**src/rtl/core/tws_pkg.sv**
```systemverilog
// Shared types, codes and checksum helpers for the two-wire sensor bus master.
// Used by tws_front, tws_seq and the top level under rtl/core; depends on nothing.
package tws_pkg;

	// Build-time defaults
	localparam int RESET_PULSES_DEF = 9;
	localparam int TIMEOUT_BITS_DEF = 24;

	// Register file geometry
	localparam int CFG_AW = 3;
	localparam int CFG_DW = 32;
	localparam logic CFG_IDX_TIMEOUT = 1'b0;
	localparam logic CFG_IDX_PHASE   = 1'b1;
	localparam logic [23:0] TIMEOUT_RST = 24'd10000000;
	localparam logic [7:0]  PHASE_RST   = 8'd1;

	// Modes
	localparam logic [2:0] MODE_TEMP    = 3'd0;
	localparam logic [2:0] MODE_HUMID   = 3'd1;
	localparam logic [2:0] MODE_RD_STAT = 3'd2;
	localparam logic [2:0] MODE_WR_STAT = 3'd3;
	localparam logic [2:0] MODE_SOFT_RST = 3'd4;
	localparam logic [2:0] MODE_CONN_RST = 3'd5;

	// Sensor commands
	localparam logic [7:0] CMD_TEMP     = 8'h03;
	localparam logic [7:0] CMD_HUMID    = 8'h05;
	localparam logic [7:0] CMD_RD_STAT  = 8'h07;
	localparam logic [7:0] CMD_WR_STAT  = 8'h06;
	localparam logic [7:0] CMD_SOFT_RST = 8'h1E;
	localparam logic [7:0] CRC_POLY     = 8'h31;

	// Sequencer phases
	localparam logic [4:0] PS_IDLE  = 5'd0;
	localparam logic [4:0] PS_RLO   = 5'd1;
	localparam logic [4:0] PS_RHI   = 5'd2;
	localparam logic [4:0] PS_S0    = 5'd3;
	localparam logic [4:0] PS_S1    = 5'd4;
	localparam logic [4:0] PS_S2    = 5'd5;
	localparam logic [4:0] PS_S3    = 5'd6;
	localparam logic [4:0] PS_S4    = 5'd7;
	localparam logic [4:0] PS_S5    = 5'd8;
	localparam logic [4:0] PS_S6    = 5'd9;
	localparam logic [4:0] PS_WLO   = 5'd10;
	localparam logic [4:0] PS_WHI   = 5'd11;
	localparam logic [4:0] PS_ALO   = 5'd12;
	localparam logic [4:0] PS_AHI   = 5'd13;
	localparam logic [4:0] PS_WAIT  = 5'd14;
	localparam logic [4:0] PS_DHI   = 5'd15;
	localparam logic [4:0] PS_DLO   = 5'd16;
	localparam logic [4:0] PS_KSET  = 5'd17;
	localparam logic [4:0] PS_KHI   = 5'd18;
	localparam logic [4:0] PS_KHOLD = 5'd19;
	localparam logic [4:0] PS_DONE  = 5'd20;

	// One classified tick as it waits between front and back
	typedef struct packed {
		logic       start_ok;
		logic [2:0] mode;
		logic [7:0] write_value;
		logic       sda_in;
	} tick_t;

	// One result request
	typedef struct packed {
		logic        sck_out;
		logic        sda_release;
		logic        busy_res;
		logic        done_res;
		logic [15:0] data_value;
		logic        ack_error;
		logic        crc_error;
		logic        timeout_error;
	} result_t;

	// Configuration seen by the sequencer
	typedef struct packed {
		logic [23:0] timeout_ticks;
		logic [7:0]  phase_ticks;
	} cfg_t;

	// CRC-8, poly 0x31, one byte folded in
	function automatic logic [7:0] crc8_step(input logic [7:0] b, input logic [7:0] c);
		logic [7:0] r;
		r = c ^ b;
		for (int i = 0; i < 8; i++) begin
			r = r[7] ? ({r[6:0], 1'b0} ^ CRC_POLY) : {r[6:0], 1'b0};
		end
		return r;
	endfunction

	function automatic logic [7:0] rev8(input logic [7:0] v);
		logic [7:0] r;
		for (int i = 0; i < 8; i++) begin
			r[i] = v[7 - i];
		end
		return r;
	endfunction

	function automatic logic [7:0] cmd_of(input logic [2:0] m);
		logic [7:0] c;
		unique case (m)
			MODE_TEMP:    c = CMD_TEMP;
			MODE_HUMID:   c = CMD_HUMID;
			MODE_RD_STAT: c = CMD_RD_STAT;
			MODE_WR_STAT: c = CMD_WR_STAT;
			default:      c = CMD_SOFT_RST;
		endcase
		return c;
	endfunction

endpackage

```
**src/rtl/core/tws_queue.sv**
```systemverilog
// Two-entry flop queue, generic payload width.
// Depends on nothing.
module tws_queue #(
	parameter int WIDTH = 8
) (
	input  logic             clk,
	input  logic             arst_n,
	input  logic             push,
	input  logic [WIDTH-1:0] wdata,
	output logic             full,
	input  logic             pop,
	output logic [WIDTH-1:0] rdata,
	output logic             empty
);

	logic [WIDTH-1:0] mem_q [2];
	logic             wr_ptr_q;
	logic             rd_ptr_q;
	logic [1:0]       count_q;
	logic             do_push;
	logic             do_pop;

	assign full    = (count_q == 2'd2);
	assign empty   = (count_q == 2'd0);
	assign do_push = push && !full;
	assign do_pop  = pop && !empty;
	assign rdata   = mem_q[rd_ptr_q];

	// Storage
	always_ff @(posedge clk) begin
		if (do_push) begin
			mem_q[wr_ptr_q] <= wdata;
		end
	end

	// Pointers and fill level
	always_ff @(posedge clk or negedge arst_n) begin
		if (!arst_n) begin
			wr_ptr_q <= 1'b0;
			rd_ptr_q <= 1'b0;
			count_q  <= 2'd0;
		end else begin
			if (do_push) wr_ptr_q <= ~wr_ptr_q;
			if (do_pop)  rd_ptr_q <= ~rd_ptr_q;
			if (do_push && !do_pop)      count_q <= count_q + 2'd1;
			else if (do_pop && !do_push) count_q <= count_q - 2'd1;
		end
	end

endmodule

```
**src/rtl/core/tws_front.sv**
```systemverilog
// Front end: classifies incoming ticks and queues them for the sequencer.
// Depends on tws_pkg and tws_queue.
module tws_front (
	input  logic               clk,
	input  logic               arst_n,
	input  logic               push,
	output logic               full,
	input  logic               start_req,
	input  logic [2:0]         mode,
	input  logic [7:0]         write_value,
	input  logic               sda_in,
	input  logic               pop,
	output logic               empty,
	output tws_pkg::tick_t     tick
);

	tws_pkg::tick_t tick_in;

	// A start counts only with a defined mode
	always_comb begin
		tick_in.start_ok    = start_req && (mode <= tws_pkg::MODE_CONN_RST);
		tick_in.mode        = mode;
		tick_in.write_value = write_value;
		tick_in.sda_in      = sda_in;
	end

	tws_queue #(.WIDTH($bits(tws_pkg::tick_t))) u_q (
		.clk   (clk),
		.arst_n(arst_n),
		.push  (push),
		.wdata (tick_in),
		.full  (full),
		.pop   (pop),
		.rdata (tick),
		.empty (empty)
	);

endmodule

```
**src/rtl/core/tws_seq.sv**
```systemverilog
// Back end: bus phase sequencer, one queued tick per step, one result out.
// Depends on tws_pkg.
module tws_seq #(
	parameter int RESET_PULSES = tws_pkg::RESET_PULSES_DEF,
	parameter int TIMEOUT_BITS = tws_pkg::TIMEOUT_BITS_DEF
) (
	input  logic             clk,
	input  logic             arst_n,
	input  tws_pkg::cfg_t    cfg,
	input  logic             in_empty,
	input  tws_pkg::tick_t   tick,
	output logic             in_pop,
	input  logic             out_full,
	output logic             out_push,
	output tws_pkg::result_t res
);

	localparam int CW = (TIMEOUT_BITS > 24) ? TIMEOUT_BITS : 24;
	localparam logic [4:0] PULSES = 5'(RESET_PULSES);

	logic [4:0]              st_q, st_n;
	logic [3:0]              bit_q, bit_n;
	logic [1:0]              byte_q, byte_n;
	logic [7:0]              shift_q, shift_n;
	logic [7:0]              crc_q, crc_n;
	logic [TIMEOUT_BITS-1:0] wait_q, wait_n;
	logic [7:0]              hold_q, hold_n;
	logic [2:0]              mode_q, mode_n;
	logic [15:0]             word_q, word_n;
	logic [2:0]              err_q, err_n;

	logic       take;
	logic [7:0] pt;
	logic       timed;
	logic [1:0] total;
	logic       ack_now;
	logic [3:0] bit_inc;
	logic [7:0] shift_in;
	logic       wait_expired;

	assign take     = !in_empty && !out_full;
	assign in_pop   = take;
	assign out_push = take;

	// Per-step helpers
	always_comb begin
		pt      = (cfg.phase_ticks == 8'd0) ? 8'd1 : cfg.phase_ticks;
		timed   = (st_q != tws_pkg::PS_IDLE) && (st_q != tws_pkg::PS_WAIT) &&
			(st_q <= tws_pkg::PS_KHOLD);
		total   = (mode_q == tws_pkg::MODE_RD_STAT) ? 2'd2 : 2'd3;
		ack_now = ({1'b0, byte_q} + 3'd1) < {1'b0, total};
		bit_inc = bit_q + 4'd1;
		shift_in = {shift_q[6:0], tick.sda_in};
		wait_expired = (CW'(wait_q) >= CW'(cfg.timeout_ticks)) ||
			(wait_q == {TIMEOUT_BITS{1'b1}});
	end

	// Bus levels and status from the current phase
	always_comb begin
		res.sck_out     = 1'b0;
		res.sda_release = 1'b1;
		unique case (st_q)
			tws_pkg::PS_RHI, tws_pkg::PS_S1, tws_pkg::PS_S5,
			tws_pkg::PS_AHI, tws_pkg::PS_DHI: res.sck_out = 1'b1;
			tws_pkg::PS_S2, tws_pkg::PS_S4: begin
				res.sck_out     = 1'b1;
				res.sda_release = 1'b0;
			end
			tws_pkg::PS_S3: res.sda_release = 1'b0;
			tws_pkg::PS_WLO: res.sda_release = shift_q[7];
			tws_pkg::PS_WHI: begin
				res.sck_out     = 1'b1;
				res.sda_release = shift_q[7];
			end
			tws_pkg::PS_KSET, tws_pkg::PS_KHOLD: res.sda_release = !ack_now;
			tws_pkg::PS_KHI: begin
				res.sck_out     = 1'b1;
				res.sda_release = !ack_now;
			end
			default: ;
		endcase
		res.busy_res      = (st_q != tws_pkg::PS_IDLE) && (st_q < tws_pkg::PS_DONE);
		res.done_res      = (st_q == tws_pkg::PS_DONE);
		res.data_value    = word_q;
		res.ack_error     = err_q[0];
		res.crc_error     = err_q[1];
		res.timeout_error = err_q[2];
	end

	// Next state
	always_comb begin
		st_n    = st_q;
		bit_n   = bit_q;
		byte_n  = byte_q;
		shift_n = shift_q;
		crc_n   = crc_q;
		wait_n  = wait_q;
		hold_n  = hold_q;
		mode_n  = mode_q;
		word_n  = word_q;
		err_n   = err_q;
		if (timed && ({1'b0, hold_q} + 9'd1 < {1'b0, pt})) begin
			hold_n = hold_q + 8'd1;
		end else begin
			if (timed) hold_n = 8'd0;
			unique case (st_q)
				tws_pkg::PS_RLO: st_n = tws_pkg::PS_RHI;
				tws_pkg::PS_RHI: begin
					if ({1'b0, bit_q} + 5'd1 >= PULSES) begin
						bit_n = 4'd0;
						st_n  = tws_pkg::PS_S0;
					end else begin
						bit_n = bit_inc;
						st_n  = tws_pkg::PS_RLO;
					end
				end
				tws_pkg::PS_S0, tws_pkg::PS_S1, tws_pkg::PS_S2,
				tws_pkg::PS_S3, tws_pkg::PS_S4, tws_pkg::PS_S5: st_n = st_q + 5'd1;
				tws_pkg::PS_S6: begin
					if (mode_q == tws_pkg::MODE_CONN_RST) begin
						st_n = tws_pkg::PS_DONE;
					end else begin
						shift_n = tws_pkg::cmd_of(mode_q);
						crc_n   = tws_pkg::crc8_step(tws_pkg::cmd_of(mode_q), 8'd0);
						bit_n   = 4'd0;
						st_n    = tws_pkg::PS_WLO;
					end
				end
				tws_pkg::PS_WLO: st_n = tws_pkg::PS_WHI;
				tws_pkg::PS_WHI: begin
					shift_n = {shift_q[6:0], 1'b0};
					bit_n   = bit_inc;
					st_n    = (bit_inc >= 4'd8) ? tws_pkg::PS_ALO : tws_pkg::PS_WLO;
				end
				tws_pkg::PS_ALO: st_n = tws_pkg::PS_AHI;
				tws_pkg::PS_AHI: begin
					if (tick.sda_in) err_n[0] = 1'b1;
					bit_n = 4'd0;
					if (mode_q <= tws_pkg::MODE_HUMID) begin
						wait_n = '0;
						st_n   = tws_pkg::PS_WAIT;
					end else if (mode_q == tws_pkg::MODE_RD_STAT) begin
						shift_n = 8'd0;
						st_n    = tws_pkg::PS_DHI;
					end else if (mode_q == tws_pkg::MODE_WR_STAT && byte_q == 2'd0) begin
						byte_n  = 2'd1;
						shift_n = word_q[7:0];
						st_n    = tws_pkg::PS_WLO;
					end else begin
						st_n = tws_pkg::PS_DONE;
					end
				end
				tws_pkg::PS_WAIT: begin
					if (!tick.sda_in) begin
						bit_n   = 4'd0;
						shift_n = 8'd0;
						st_n    = tws_pkg::PS_DHI;
					end else if (wait_expired) begin
						err_n[2] = 1'b1;
						st_n     = tws_pkg::PS_DONE;
					end else begin
						wait_n = wait_q + 1'b1;
					end
				end
				tws_pkg::PS_DHI: begin
					shift_n = shift_in;
					bit_n   = bit_inc;
					st_n    = tws_pkg::PS_DLO;
				end
				tws_pkg::PS_DLO: begin
					if (bit_q < 4'd8) begin
						st_n = tws_pkg::PS_DHI;
					end else begin
						if (!ack_now) begin
							// last byte is the checksum
							if (tws_pkg::rev8(crc_q) != shift_q) err_n[1] = 1'b1;
						end else begin
							crc_n = tws_pkg::crc8_step(shift_q, crc_q);
							if (mode_q == tws_pkg::MODE_RD_STAT) word_n = {8'd0, shift_q};
							else if (byte_q == 2'd0)             word_n = {shift_q, 8'd0};
							else                                 word_n = {word_q[15:8], shift_q};
						end
						st_n = tws_pkg::PS_KSET;
					end
				end
				tws_pkg::PS_KSET: st_n = tws_pkg::PS_KHI;
				tws_pkg::PS_KHI:  st_n = tws_pkg::PS_KHOLD;
				tws_pkg::PS_KHOLD: begin
					byte_n = byte_q + 2'd1;
					if ((byte_q + 2'd1) < total) begin
						bit_n   = 4'd0;
						shift_n = 8'd0;
						st_n    = tws_pkg::PS_DHI;
					end else begin
						st_n = tws_pkg::PS_DONE;
					end
				end
				tws_pkg::PS_IDLE: begin
					if (tick.start_ok) begin
						mode_n  = tick.mode;
						err_n   = 3'd0;
						crc_n   = 8'd0;
						bit_n   = 4'd0;
						byte_n  = 2'd0;
						shift_n = 8'd0;
						wait_n  = '0;
						hold_n  = 8'd0;
						word_n  = (tick.mode == tws_pkg::MODE_WR_STAT) ?
							{8'd0, tick.write_value} : 16'd0;
						st_n    = (tick.mode >= tws_pkg::MODE_SOFT_RST) ?
							tws_pkg::PS_RLO : tws_pkg::PS_S0;
					end
				end
				default: begin
					// done tick and any stray code fall back to idle
					st_n   = tws_pkg::PS_IDLE;
					hold_n = 8'd0;
				end
			endcase
		end
	end

	// State registers
	always_ff @(posedge clk or negedge arst_n) begin
		if (!arst_n) begin
			st_q    <= tws_pkg::PS_IDLE;
			bit_q   <= 4'd0;
			byte_q  <= 2'd0;
			shift_q <= 8'd0;
			crc_q   <= 8'd0;
			wait_q  <= '0;
			hold_q  <= 8'd0;
			mode_q  <= 3'd0;
			word_q  <= 16'd0;
			err_q   <= 3'd0;
		end else if (take) begin
			st_q    <= st_n;
			bit_q   <= bit_n;
			byte_q  <= byte_n;
			shift_q <= shift_n;
			crc_q   <= crc_n;
			wait_q  <= wait_n;
			hold_q  <= hold_n;
			mode_q  <= mode_n;
			word_q  <= word_n;
			err_q   <= err_n;
		end
	end

	// Checks
	a_done_to_idle: assert property (@(posedge clk) disable iff (!arst_n)
		take && st_q == tws_pkg::PS_DONE |=> st_q == tws_pkg::PS_IDLE)
		else $error("done phase did not return to idle");
	a_byte_range: assert property (@(posedge clk) disable iff (!arst_n)
		byte_q <= 2'd3 && (st_q != tws_pkg::PS_DHI || byte_q < total))
		else $error("read byte count out of range");
	a_write_bits: assert property (@(posedge clk) disable iff (!arst_n)
		(st_q == tws_pkg::PS_WLO || st_q == tws_pkg::PS_WHI) |-> bit_q < 4'd8)
		else $error("write bit count overran");
	a_stall_holds: assert property (@(posedge clk) disable iff (!arst_n)
		!take |=> $stable(st_q) && $stable(hold_q))
		else $error("sequencer moved without a request");

endmodule

```
**src/rtl/core/two_wire_sensor_bus_master.sv**
```systemverilog
// Top level of the two-wire sensor bus master: register port, front queue,
// sequencer and result queue. Depends on tws_pkg, tws_front, tws_seq, tws_queue.
//
// Usage: each pushed request is one tick of the bus timeline, carrying the
// start request, mode, status byte to write and the sampled data line. Every
// tick yields exactly one result request (clock level, data release, busy,
// done, data word and error flags), popped in order from the result side.
// Throughput: one tick per clock; the sequencer steps whenever a tick waits
// and the two-entry result queue has room. A tick is first held in the front
// queue; its result is then registered in the result queue.
// If the receiver stalls, results collect in the result queue, the sequencer
// holds its state and the front queue fills; full rises after two more
// ticks. No tick is dropped. Reset clears both queues and puts the sequencer
// in idle with all counters and flags zero; timeout_ticks returns to
// 10000000 and phase_ticks to 1. Registers: timeout_ticks at 0x0, phase_ticks
// at 0x4; write them only while the block is idle.
module two_wire_sensor_bus_master #(
	parameter int RESET_PULSES = tws_pkg::RESET_PULSES_DEF,
	parameter int TIMEOUT_BITS = tws_pkg::TIMEOUT_BITS_DEF
) (
	input  logic                       clk,
	input  logic                       arst_n,
	// configuration port
	input  logic                       psel,
	input  logic                       penable,
	input  logic                       pwrite,
	input  logic [tws_pkg::CFG_AW-1:0] paddr,
	input  logic [tws_pkg::CFG_DW-1:0] pwdata,
	output logic [tws_pkg::CFG_DW-1:0] prdata,
	output logic                       pready,
	// tick side
	input  logic                       push,
	output logic                       full,
	input  logic                       start_req,
	input  logic [2:0]                 mode,
	input  logic [7:0]                 write_value,
	input  logic                       sda_in,
	// result side
	input  logic                       pop,
	output logic                       empty,
	output logic                       sck_out,
	output logic                       sda_release,
	output logic                       busy_res,
	output logic                       done_res,
	output logic [15:0]                data_value,
	output logic                       ack_error,
	output logic                       crc_error,
	output logic                       timeout_error
);

	logic [23:0]      timeout_q;
	logic [7:0]       phase_q;
	logic             reg_idx;
	tws_pkg::cfg_t    cfg;
	tws_pkg::tick_t   tick;
	tws_pkg::result_t res;
	tws_pkg::result_t res_out;
	logic             tick_empty;
	logic             tick_pop;
	logic             res_full;
	logic             res_push;

	// Register file
	assign pready  = 1'b1;
	assign reg_idx = paddr[2];
	assign prdata  = (reg_idx == tws_pkg::CFG_IDX_PHASE) ?
		{24'd0, phase_q} : {8'd0, timeout_q};

	always_ff @(posedge clk or negedge arst_n) begin
		if (!arst_n) begin
			timeout_q <= tws_pkg::TIMEOUT_RST;
			phase_q   <= tws_pkg::PHASE_RST;
		end else if (psel && penable && pwrite && pready) begin
			unique case (reg_idx)
				tws_pkg::CFG_IDX_TIMEOUT: timeout_q <= pwdata[23:0];
				tws_pkg::CFG_IDX_PHASE:   phase_q   <= pwdata[7:0];
				default: ;
			endcase
		end
	end

	assign cfg.timeout_ticks = timeout_q;
	assign cfg.phase_ticks   = phase_q;

	tws_front u_front (
		.clk        (clk),
		.arst_n     (arst_n),
		.push       (push),
		.full       (full),
		.start_req  (start_req),
		.mode       (mode),
		.write_value(write_value),
		.sda_in     (sda_in),
		.pop        (tick_pop),
		.empty      (tick_empty),
		.tick       (tick)
	);

	tws_seq #(
		.RESET_PULSES(RESET_PULSES),
		.TIMEOUT_BITS(TIMEOUT_BITS)
	) u_seq (
		.clk     (clk),
		.arst_n  (arst_n),
		.cfg     (cfg),
		.in_empty(tick_empty),
		.tick    (tick),
		.in_pop  (tick_pop),
		.out_full(res_full),
		.out_push(res_push),
		.res     (res)
	);

	tws_queue #(.WIDTH($bits(tws_pkg::result_t))) u_resq (
		.clk   (clk),
		.arst_n(arst_n),
		.push  (res_push),
		.wdata (res),
		.full  (res_full),
		.pop   (pop),
		.rdata (res_out),
		.empty (empty)
	);

	assign sck_out       = res_out.sck_out;
	assign sda_release   = res_out.sda_release;
	assign busy_res      = res_out.busy_res;
	assign done_res      = res_out.done_res;
	assign data_value    = res_out.data_value;
	assign ack_error     = res_out.ack_error;
	assign crc_error     = res_out.crc_error;
	assign timeout_error = res_out.timeout_error;

endmodule

```
**config.mk**
```make
export PLATFORM = sky130hd
export DESIGN_NAME = two_wire_sensor_bus_master
export DESIGN_NICKNAME = d
export VERILOG_FILES = /design/src/rtl/core/tws_pkg.sv /design/src/rtl/core/tws_queue.sv /design/src/rtl/core/tws_front.sv /design/src/rtl/core/tws_seq.sv /design/src/rtl/core/two_wire_sensor_bus_master.sv
export SDC_FILE = /design/constraint.sdc
export NUM_CORES = 1
export LEC_CHECK = 0
export BUFFER_PORTS_ARGS = -buffer_cell sky130_fd_sc_hd__buf_2
export CORE_MARGIN = 4
export CORE_UTILIZATION = 25
export CTS_BUF_LIST = sky130_fd_sc_hd__clkbuf_8 sky130_fd_sc_hd__clkbuf_16
export DETAILED_ROUTE_END_ITERATION = 6
export PLACE_DENSITY = 0.49
export SYNTH_ARGS = -nofsm -noshare
export SYNTH_HDL_FRONTEND = slang
export SYNTH_SLANG_ARGS = --single-unit
```
**constraint.sdc**
```tcl
create_clock -name clk -period 5 [get_ports clk]
set_input_delay 0.5 -clock clk [delete_from_list [all_inputs] [get_ports clk]]
set_output_delay 0.5 -clock clk [all_outputs]
set_load 0.02 [all_outputs]
```
== After elaboration in Yosys (flattened, before gate mapping) ==
Memories as Yosys holds them, arrays and structs flattened.
Index checks and enable logic that the tools add are counted.

* $add $sub $neg: 12
* Order comparisons: 12
* Equality and inequality tests: 49
* Mux-type cells: 94
* Bitwise logic cells: 23
* Reductions and logical operators: 65

{| class="wikitable"
|+ Operator list
! cell !! number
|-
| 8-bit 2-to-1 mux || 17
|-
| 24-bit 2-to-1 mux || 5
|-
| 6-bit 2-to-1 mux || 16
|-
| 16-bit 2-to-1 mux || 5
|-
| 5-bit case mux with 15 select lines || 1
|-
| 24-bit case mux with 3 select lines || 1
|-
| 8-bit case mux with 7 select lines || 1
|-
| 3-bit NOT || 16
|-
| 5-bit 2-to-1 mux || 9
|-
| 7-bit AND reduction || 6
|-
| 5-bit by 4-bit == test with 1-bit output (second input constant) || 8
|-
| 16-bit case mux with 2 select lines || 1
|-
| 4-bit case mux with 7 select lines || 1
|-
| 5-bit == test (second input constant) || 5
|-
| 24-bit by 1-bit adder with 24-bit output (second input constant) || 1
|-
| 24-bit == test (second input constant) || 1
|-
| 24-bit >= comparator || 1
|-
| 8-bit case mux with 3 select lines || 1
|-
| 5-bit by 3-bit == test with 1-bit output (second input constant) || 4
|-
| 2-bit 2-to-1 mux || 10
|-
| 4-bit 2-to-1 mux || 5
|-
| 5-bit case mux with 4 select lines || 1
|-
| 19-bit OR reduction || 1
|-
| 1-bit logical AND || 17
|-
| 58 further kinds || 121
|}

* Register bits: 121
* Memory bits (writable): 72
* Logic and storage cells: 278
* Memories kept: 2

{| class="wikitable"
|+ Memories
! memory !! words !! bits a word !! read ports !! clocked after Yosys merged registers in !! write ports !! RTL line !! source
|-
| u_resq.mem_q || 2 || 23 || 1 || 0 || 1 || tws_queue.sv:16 || <nowiki>logic [WIDTH-1:0] mem_q [2];</nowiki>
|-
| u_front.u_q.mem_q || 2 || 13 || 1 || 0 || 1 || tws_queue.sv:16 ||
|}

== Logic depth before layout (Yosys ltp) ==
* Word-level depth: 23
* Depth in mapped cells: 14
* Mapped depth without buffers: 12

== Cells and area by module ==
From an unflattened synthesis, not the netlist that was laid out.

* Cell total of the unflattened synthesis: 992
* Area, all modules: 10856.7 um^2

{| class="wikitable"
|+ By module, submodules not included
! module !! times used !! cells each !! area an instance (um^2)
|-
| tws_seq || 1 || 735 || 6125.9
|-
| tws_queue (u_resq) || 1 || 91 || 1959.4
|-
| two_wire_sensor_bus_master || 1 || 106 || 1591.5
|-
| tws_queue (u_front.u_q) || 1 || 59 || 1168.6
|-
| tws_front || 1 || 1 || 11.3
|}

== Worst setup path after synthesis ==
Ideal clock, no wire load.

* Path kind: register to register
* From: register u_seq.hold_q[0]
* To: register u_seq.shift_q[0]
* Setup time: 0.125 ns
* Arrival: 2.754 ns
* Path slack: 2.121 ns
* Stages on the path, launching flop included: 12
* Path buffers: 0
* Period minus slack after synthesis: 2.879 ns
* Cells stage by stage: dfrtp_1 ha_1 nand3_1 xnor2_1 ha_1 nand4_1 a221oi_1 o31ai_2 a221oi_4 nand2_1 nor2_4 mux2_2

* Longest elaborated chain between the ends: 5

{| class="wikitable"
|+ RTL lines
! element !! RTL line !! source
|-
| start, declared || tws_seq.sv:27 || <nowiki>logic [7:0] hold_q, hold_n;</nowiki>
|-
| start signal, assigned || tws_seq.sv:243 || <nowiki>hold_q <= hold_n;</nowiki>
|-
| 8-bit by 1-bit adder with 9-bit output || tws_seq.sv:102 || <nowiki>if (timed && ({1'b0, hold_q} + 9'd1 < {1'b0, pt})) begin</nowiki>
|-
| 9-bit by 8-bit less-than comparator with 1-bit output || tws_seq.sv:102 ||
|-
| 1-bit logical AND || tws_seq.sv:102 ||
|-
| 1-bit NOT (no source line) || - ||
|-
| 9-bit AND reduction (no source line) || - ||
|-
| end signal, assigned || tws_seq.sv:240 || <nowiki>shift_q <= shift_n;</nowiki>
|-
| end, declared || tws_seq.sv:24 || <nowiki>logic [7:0] shift_q, shift_n;</nowiki>
|}

No other way between the ends.
A chain may end at the register's enable or synchronous reset.

== Final worst setup path ==
* From: register u_seq.hold_q[0]
* To: register u_seq.wait_q[16]

* Longest elaborated chain between the ends: 5

{| class="wikitable"
|+ RTL lines
! element !! RTL line !! source
|-
| 8-bit by 1-bit adder with 9-bit output || tws_seq.sv:102 ||
|-
| 9-bit by 8-bit less-than comparator with 1-bit output || tws_seq.sv:102 ||
|-
| 1-bit logical AND || tws_seq.sv:102 ||
|-
| 1-bit NOT (no source line) || - ||
|-
| 7-bit AND reduction (no source line) || - ||
|-
| end signal, assigned || tws_seq.sv:242 || <nowiki>wait_q <= wait_n;</nowiki>
|-
| end, declared || tws_seq.sv:26 || <nowiki>logic [TIMEOUT_BITS-1:0] wait_q, wait_n;</nowiki>
|}

No other way between the ends.

==> impl_metrics.csv <==
group,metric,value,unit
logic_synthesis,synth_seq_cells,193,
placement,gp_congestion,0.825,
worst_setup_path,crit_chain,"ha_1, nand3_1, xnor2_1, ha_1, nand4_1, a221oi_1, o31ai_2, a221oi_4, buf_4, nand2_4, nor3_4, a221o_1",
final_layout,ff_latch_area,5200,sq um
sta,setup_viol,0,
logic_synthesis,synth_area_leaders,"dfrtp_1 27%, edfxtp_1 21%, mux2_2 7.0%, ha_1 5.2%, nor2_1 3.3%",
detailed_routing,drtIter0Drc,453,
worst_hold_path,whs_path_depth,1,
detailed_routing,firstDrtPassIters,4,
final_layout,nFillCells,4321,
power_and_ir_drop,ir_drop,222,uV
detailed_routing,routed_via_density,4.70,
placement,dp_hpwl,19.0,mm
final_layout,mostFrequentLayoutCells,"112 x dfrtp_1, 92 x buf_2, 90 x nor2_1",
clocking,numClockSinks,193,
sta,max_freq,277,MHz
placement,portBuffers,93,
run,drv_cap,0,
final_layout,multiInputGateArea,4870,sq um
final_layout,area_delta_synth_final,15.5,%
sta,worstMarginPinSlew,1.19,ns
final_layout,final_common_cell,"dfrtp_1",
sta,rsz0062_at_grt,"false",
sta,finalMaxSlewViolations,0,
die,die_area,45500,sq um
clocking,cts_buffers,17,
worst_setup_path,critPathKind,"reg2reg",
worst_hold_path,min_path_type,"in2reg",
final_layout,final_nets,1172,
worst_setup_path,crit_arrival,3.99,ns
final_layout,diodes,0,
power_and_ir_drop,leakagePower,5.23,nW
worst_setup_path,cp_slowest_cell,"nor3_4",
logic_synthesis,postSynthAreaPerCell,10.7,sq um
logic_synthesis,syn_area,10500,sq um
power_and_ir_drop,power.density,581,nW/um^2
logic_synthesis,synth_async_sr_flop_share,62.7,%
global_routing,grt_pass1_vias,7482,
final_layout,utilization,29.5,%
sta,layout_worst_path_cycle_share,72.2,%
global_routing,grt_pass1_wl,42.3,mm
logic_synthesis,synth.top_cell.area_share,26.6,%
worst_setup_path,rr_worst_depth,12,
detailed_routing,drc_errors,0,
die,die_width,213,um
sta,fin_skew,0.0171,ns
worst_setup_path,cp-start-kind,"flop",
clocking,cts_tree,"yes",
detailed_routing,vias,7608,
global_routing,grt-ovfl-total,0,
logic_synthesis,synth_edf_count,72,
clocking,cts-root-buf,"clkbuf_16",
worst_setup_path,cpPeakStageDelay,0.56,ns
clocking,clockBufferDepth,2,
worst_setup_path,required,5.39,ns
global_routing,grt_max_degree,56,
die,num_rows,74,
worst_setup_path,crit_top_cell,"ha_1",
detailed_routing,wl,26.3,mm
clocking,clk_pin_slew,0.07,ns
final_layout,drive_gt1_share,21.6,%
worst_setup_path,cp.depth,12,
die,coreArea,41300,sq um
clocking,clk_latency,0.46,ns
logic_synthesis,synth_cells,989,
detailed_routing,ant_nets,0,
outcome,status,"finished clean",
sta,relSlewSlack,20.7,%
worst_setup_path,critPathTopFamily,"compound AO/OA/AOI/OAI gates",
die,io_pins,113,
worst_setup_path,critPathCaptureType,"flop",
clocking,postCtsSetupBuffers,0,
clocking,htreeDepth,4,
detailed_routing,wl_per_cell,16.3,um
global_routing,antenna_found_initial,1,
sta,period_needed,3.61,ns
worst_setup_path,path_buf_inv,1,
die,die_height,213,um
logic_synthesis,synth.distinct_cells,82,
die,start_util,25.5,%
worst_setup_path,cp_max_fo,13,
sta,hold_violations,0,
logic_synthesis,yosysWarnings,0,
global_routing,grt.total_usage,11.8,%
logic_synthesis,yosysTopAreaCell,"dfrtp_1",
logic_synthesis,synth_ff_type,"dfrtp_1",
logic_synthesis,ys_seq_area_share,49.3,%
sta,finalSetupTns,0,ns
[per-layer routing]
layer / wire length, um / share of wire (%) / GRT usage (%)
met4: 409 / 1.6 / 3.75
met3: 1010 / 3.8 / 2.40
met5: 13 / 0.049 / 0
met2: 11900 / 45 / 17.8
met1: 12900 / 49 / 17.0
[sequential cells by signal (all words and copies together), names as in the netlist, 3 cells and up]
register	flops
u_front.u_q.mem_q	26
u_seq.st_q	5
u_seq.bit_q	4
u_resq.mem_q	46
u_seq.hold_q	8
phase_q	8
u_seq.err_q	3
timeout_q	24
u_seq.shift_q	8
u_seq.word_q	16
u_seq.wait_q	24
u_seq.crc_q	8
u_seq.mode_q	3
[where the power goes]
group / internal [W] / switching [W] / leakage, nW
logic: 0.00121 / 0.00181 / 2.73
clock network: 0.000679 / 0.000704 / 0.287
registers: 0.00226 / 0.000408 / 2.22
total: 0.00415 / 0.00293 / 5.23
[final timing paths]
check	slack, ns	end	startpoint
hold reg to reg	0.47	u_resq.mem_q[0][15]$_DFFE_PP_	u_seq.word_q[12]$_DFFE_PN0P_
max in group asynchronous	3.34	u_seq.word_q[0]$_DFFE_PN0P_	arst_n
setup reg to reg	1.39	u_seq.wait_q[16]$_DFFE_PN0P_	u_seq.hold_q[0]$_DFFE_PN0P_
min in group asynchronous	0.54	timeout_q[14]$_DFFE_PN0P_	arst_n
setup / recovery	1.39	u_seq.wait_q[16]$_DFFE_PN0P_	u_seq.hold_q[0]$_DFFE_PN0P_
hold / removal	0.23	u_front.u_q.mem_q[0][7]$_DFFE_PP_	write_value[6]
[logic make-up (layout without fill, tap and decap cells)]
logic type                 after synthesis  count (layout)  share of synthesized area [%]
DFF                                    193             193                           49.3
other                                    2               9                         0.0712
and+or+nand+nor                        293             293                           13.6
xor gates and xnor gates                46              46                           3.82
AOI/OAI and AO/OA                      201             201                           13.4
buffers and inverters                  116             206                           4.82
adders and majority gates               44              44                           5.22
muxes                                   94              94                           9.72
[through the flow]
step	area, sq um	total power [W]	setup WS (ns)	hold WS, ns	cells
5_1_grt	12200	0.00760	1.16	0.214	1618
4_1_cts	12200	0.00719	1.38	0.204	1618
3_5_place_dp	11600	0.00576	1.39	0.456	1585
6_report	12200	0.00707	1.39	0.233	1618
3_3_place_gp	11600	0.00573	1.42	0.452	1585
2_1_floorplan	10600	0.00485	2.12	0.204	996
[cells in the mapped netlist, types with 26 or more instances]
library cell and instances:
mux2i_1 27, nand3_1 28, nand2_1 75, edfxtp_1 72
ha_1 44, dfrtp_1 112, nor2_1 92, clkbuf_1 26
a21oi_1 47, inv_1 64, mux2_2 66, o21ai_0 42
[final cells by class]
class / count / share of cell area, %
sequential: 193 / 42.7
multi-input combinational: 687 / 40.0
tap: 532 / 5.47
timing repair buffer: 110 / 4.91
clock buffer: 17 / 3.49
inverter: 64 / 1.97
clock inverter: 15 / 1.49
[worst reg2reg max path, delay by kind of cell, from the launching register on]
| kind | cells | cell delay (ns) |
|---|---|---|
| flip-flops | 1 | 0.45 |
| XOR/XNOR | 1 | 0.21 |
| buffers and inverters | 1 | 0.28 |
| AO/OA/AOI/OAI | 4 | 1.08 |
| AND/OR/NAND/NOR | 4 | 0.97 |
| adder cells (fa/ha/maj) | 2 | 0.57 |
[what timing repair did]
action / in CTS / in global routing
gates resized for setup: 0 / 0
endpoints found under the hold margin: 7 / 0
hold buffers: 1 / 0
Note: power is estimated with default switching activity, not from simulation.
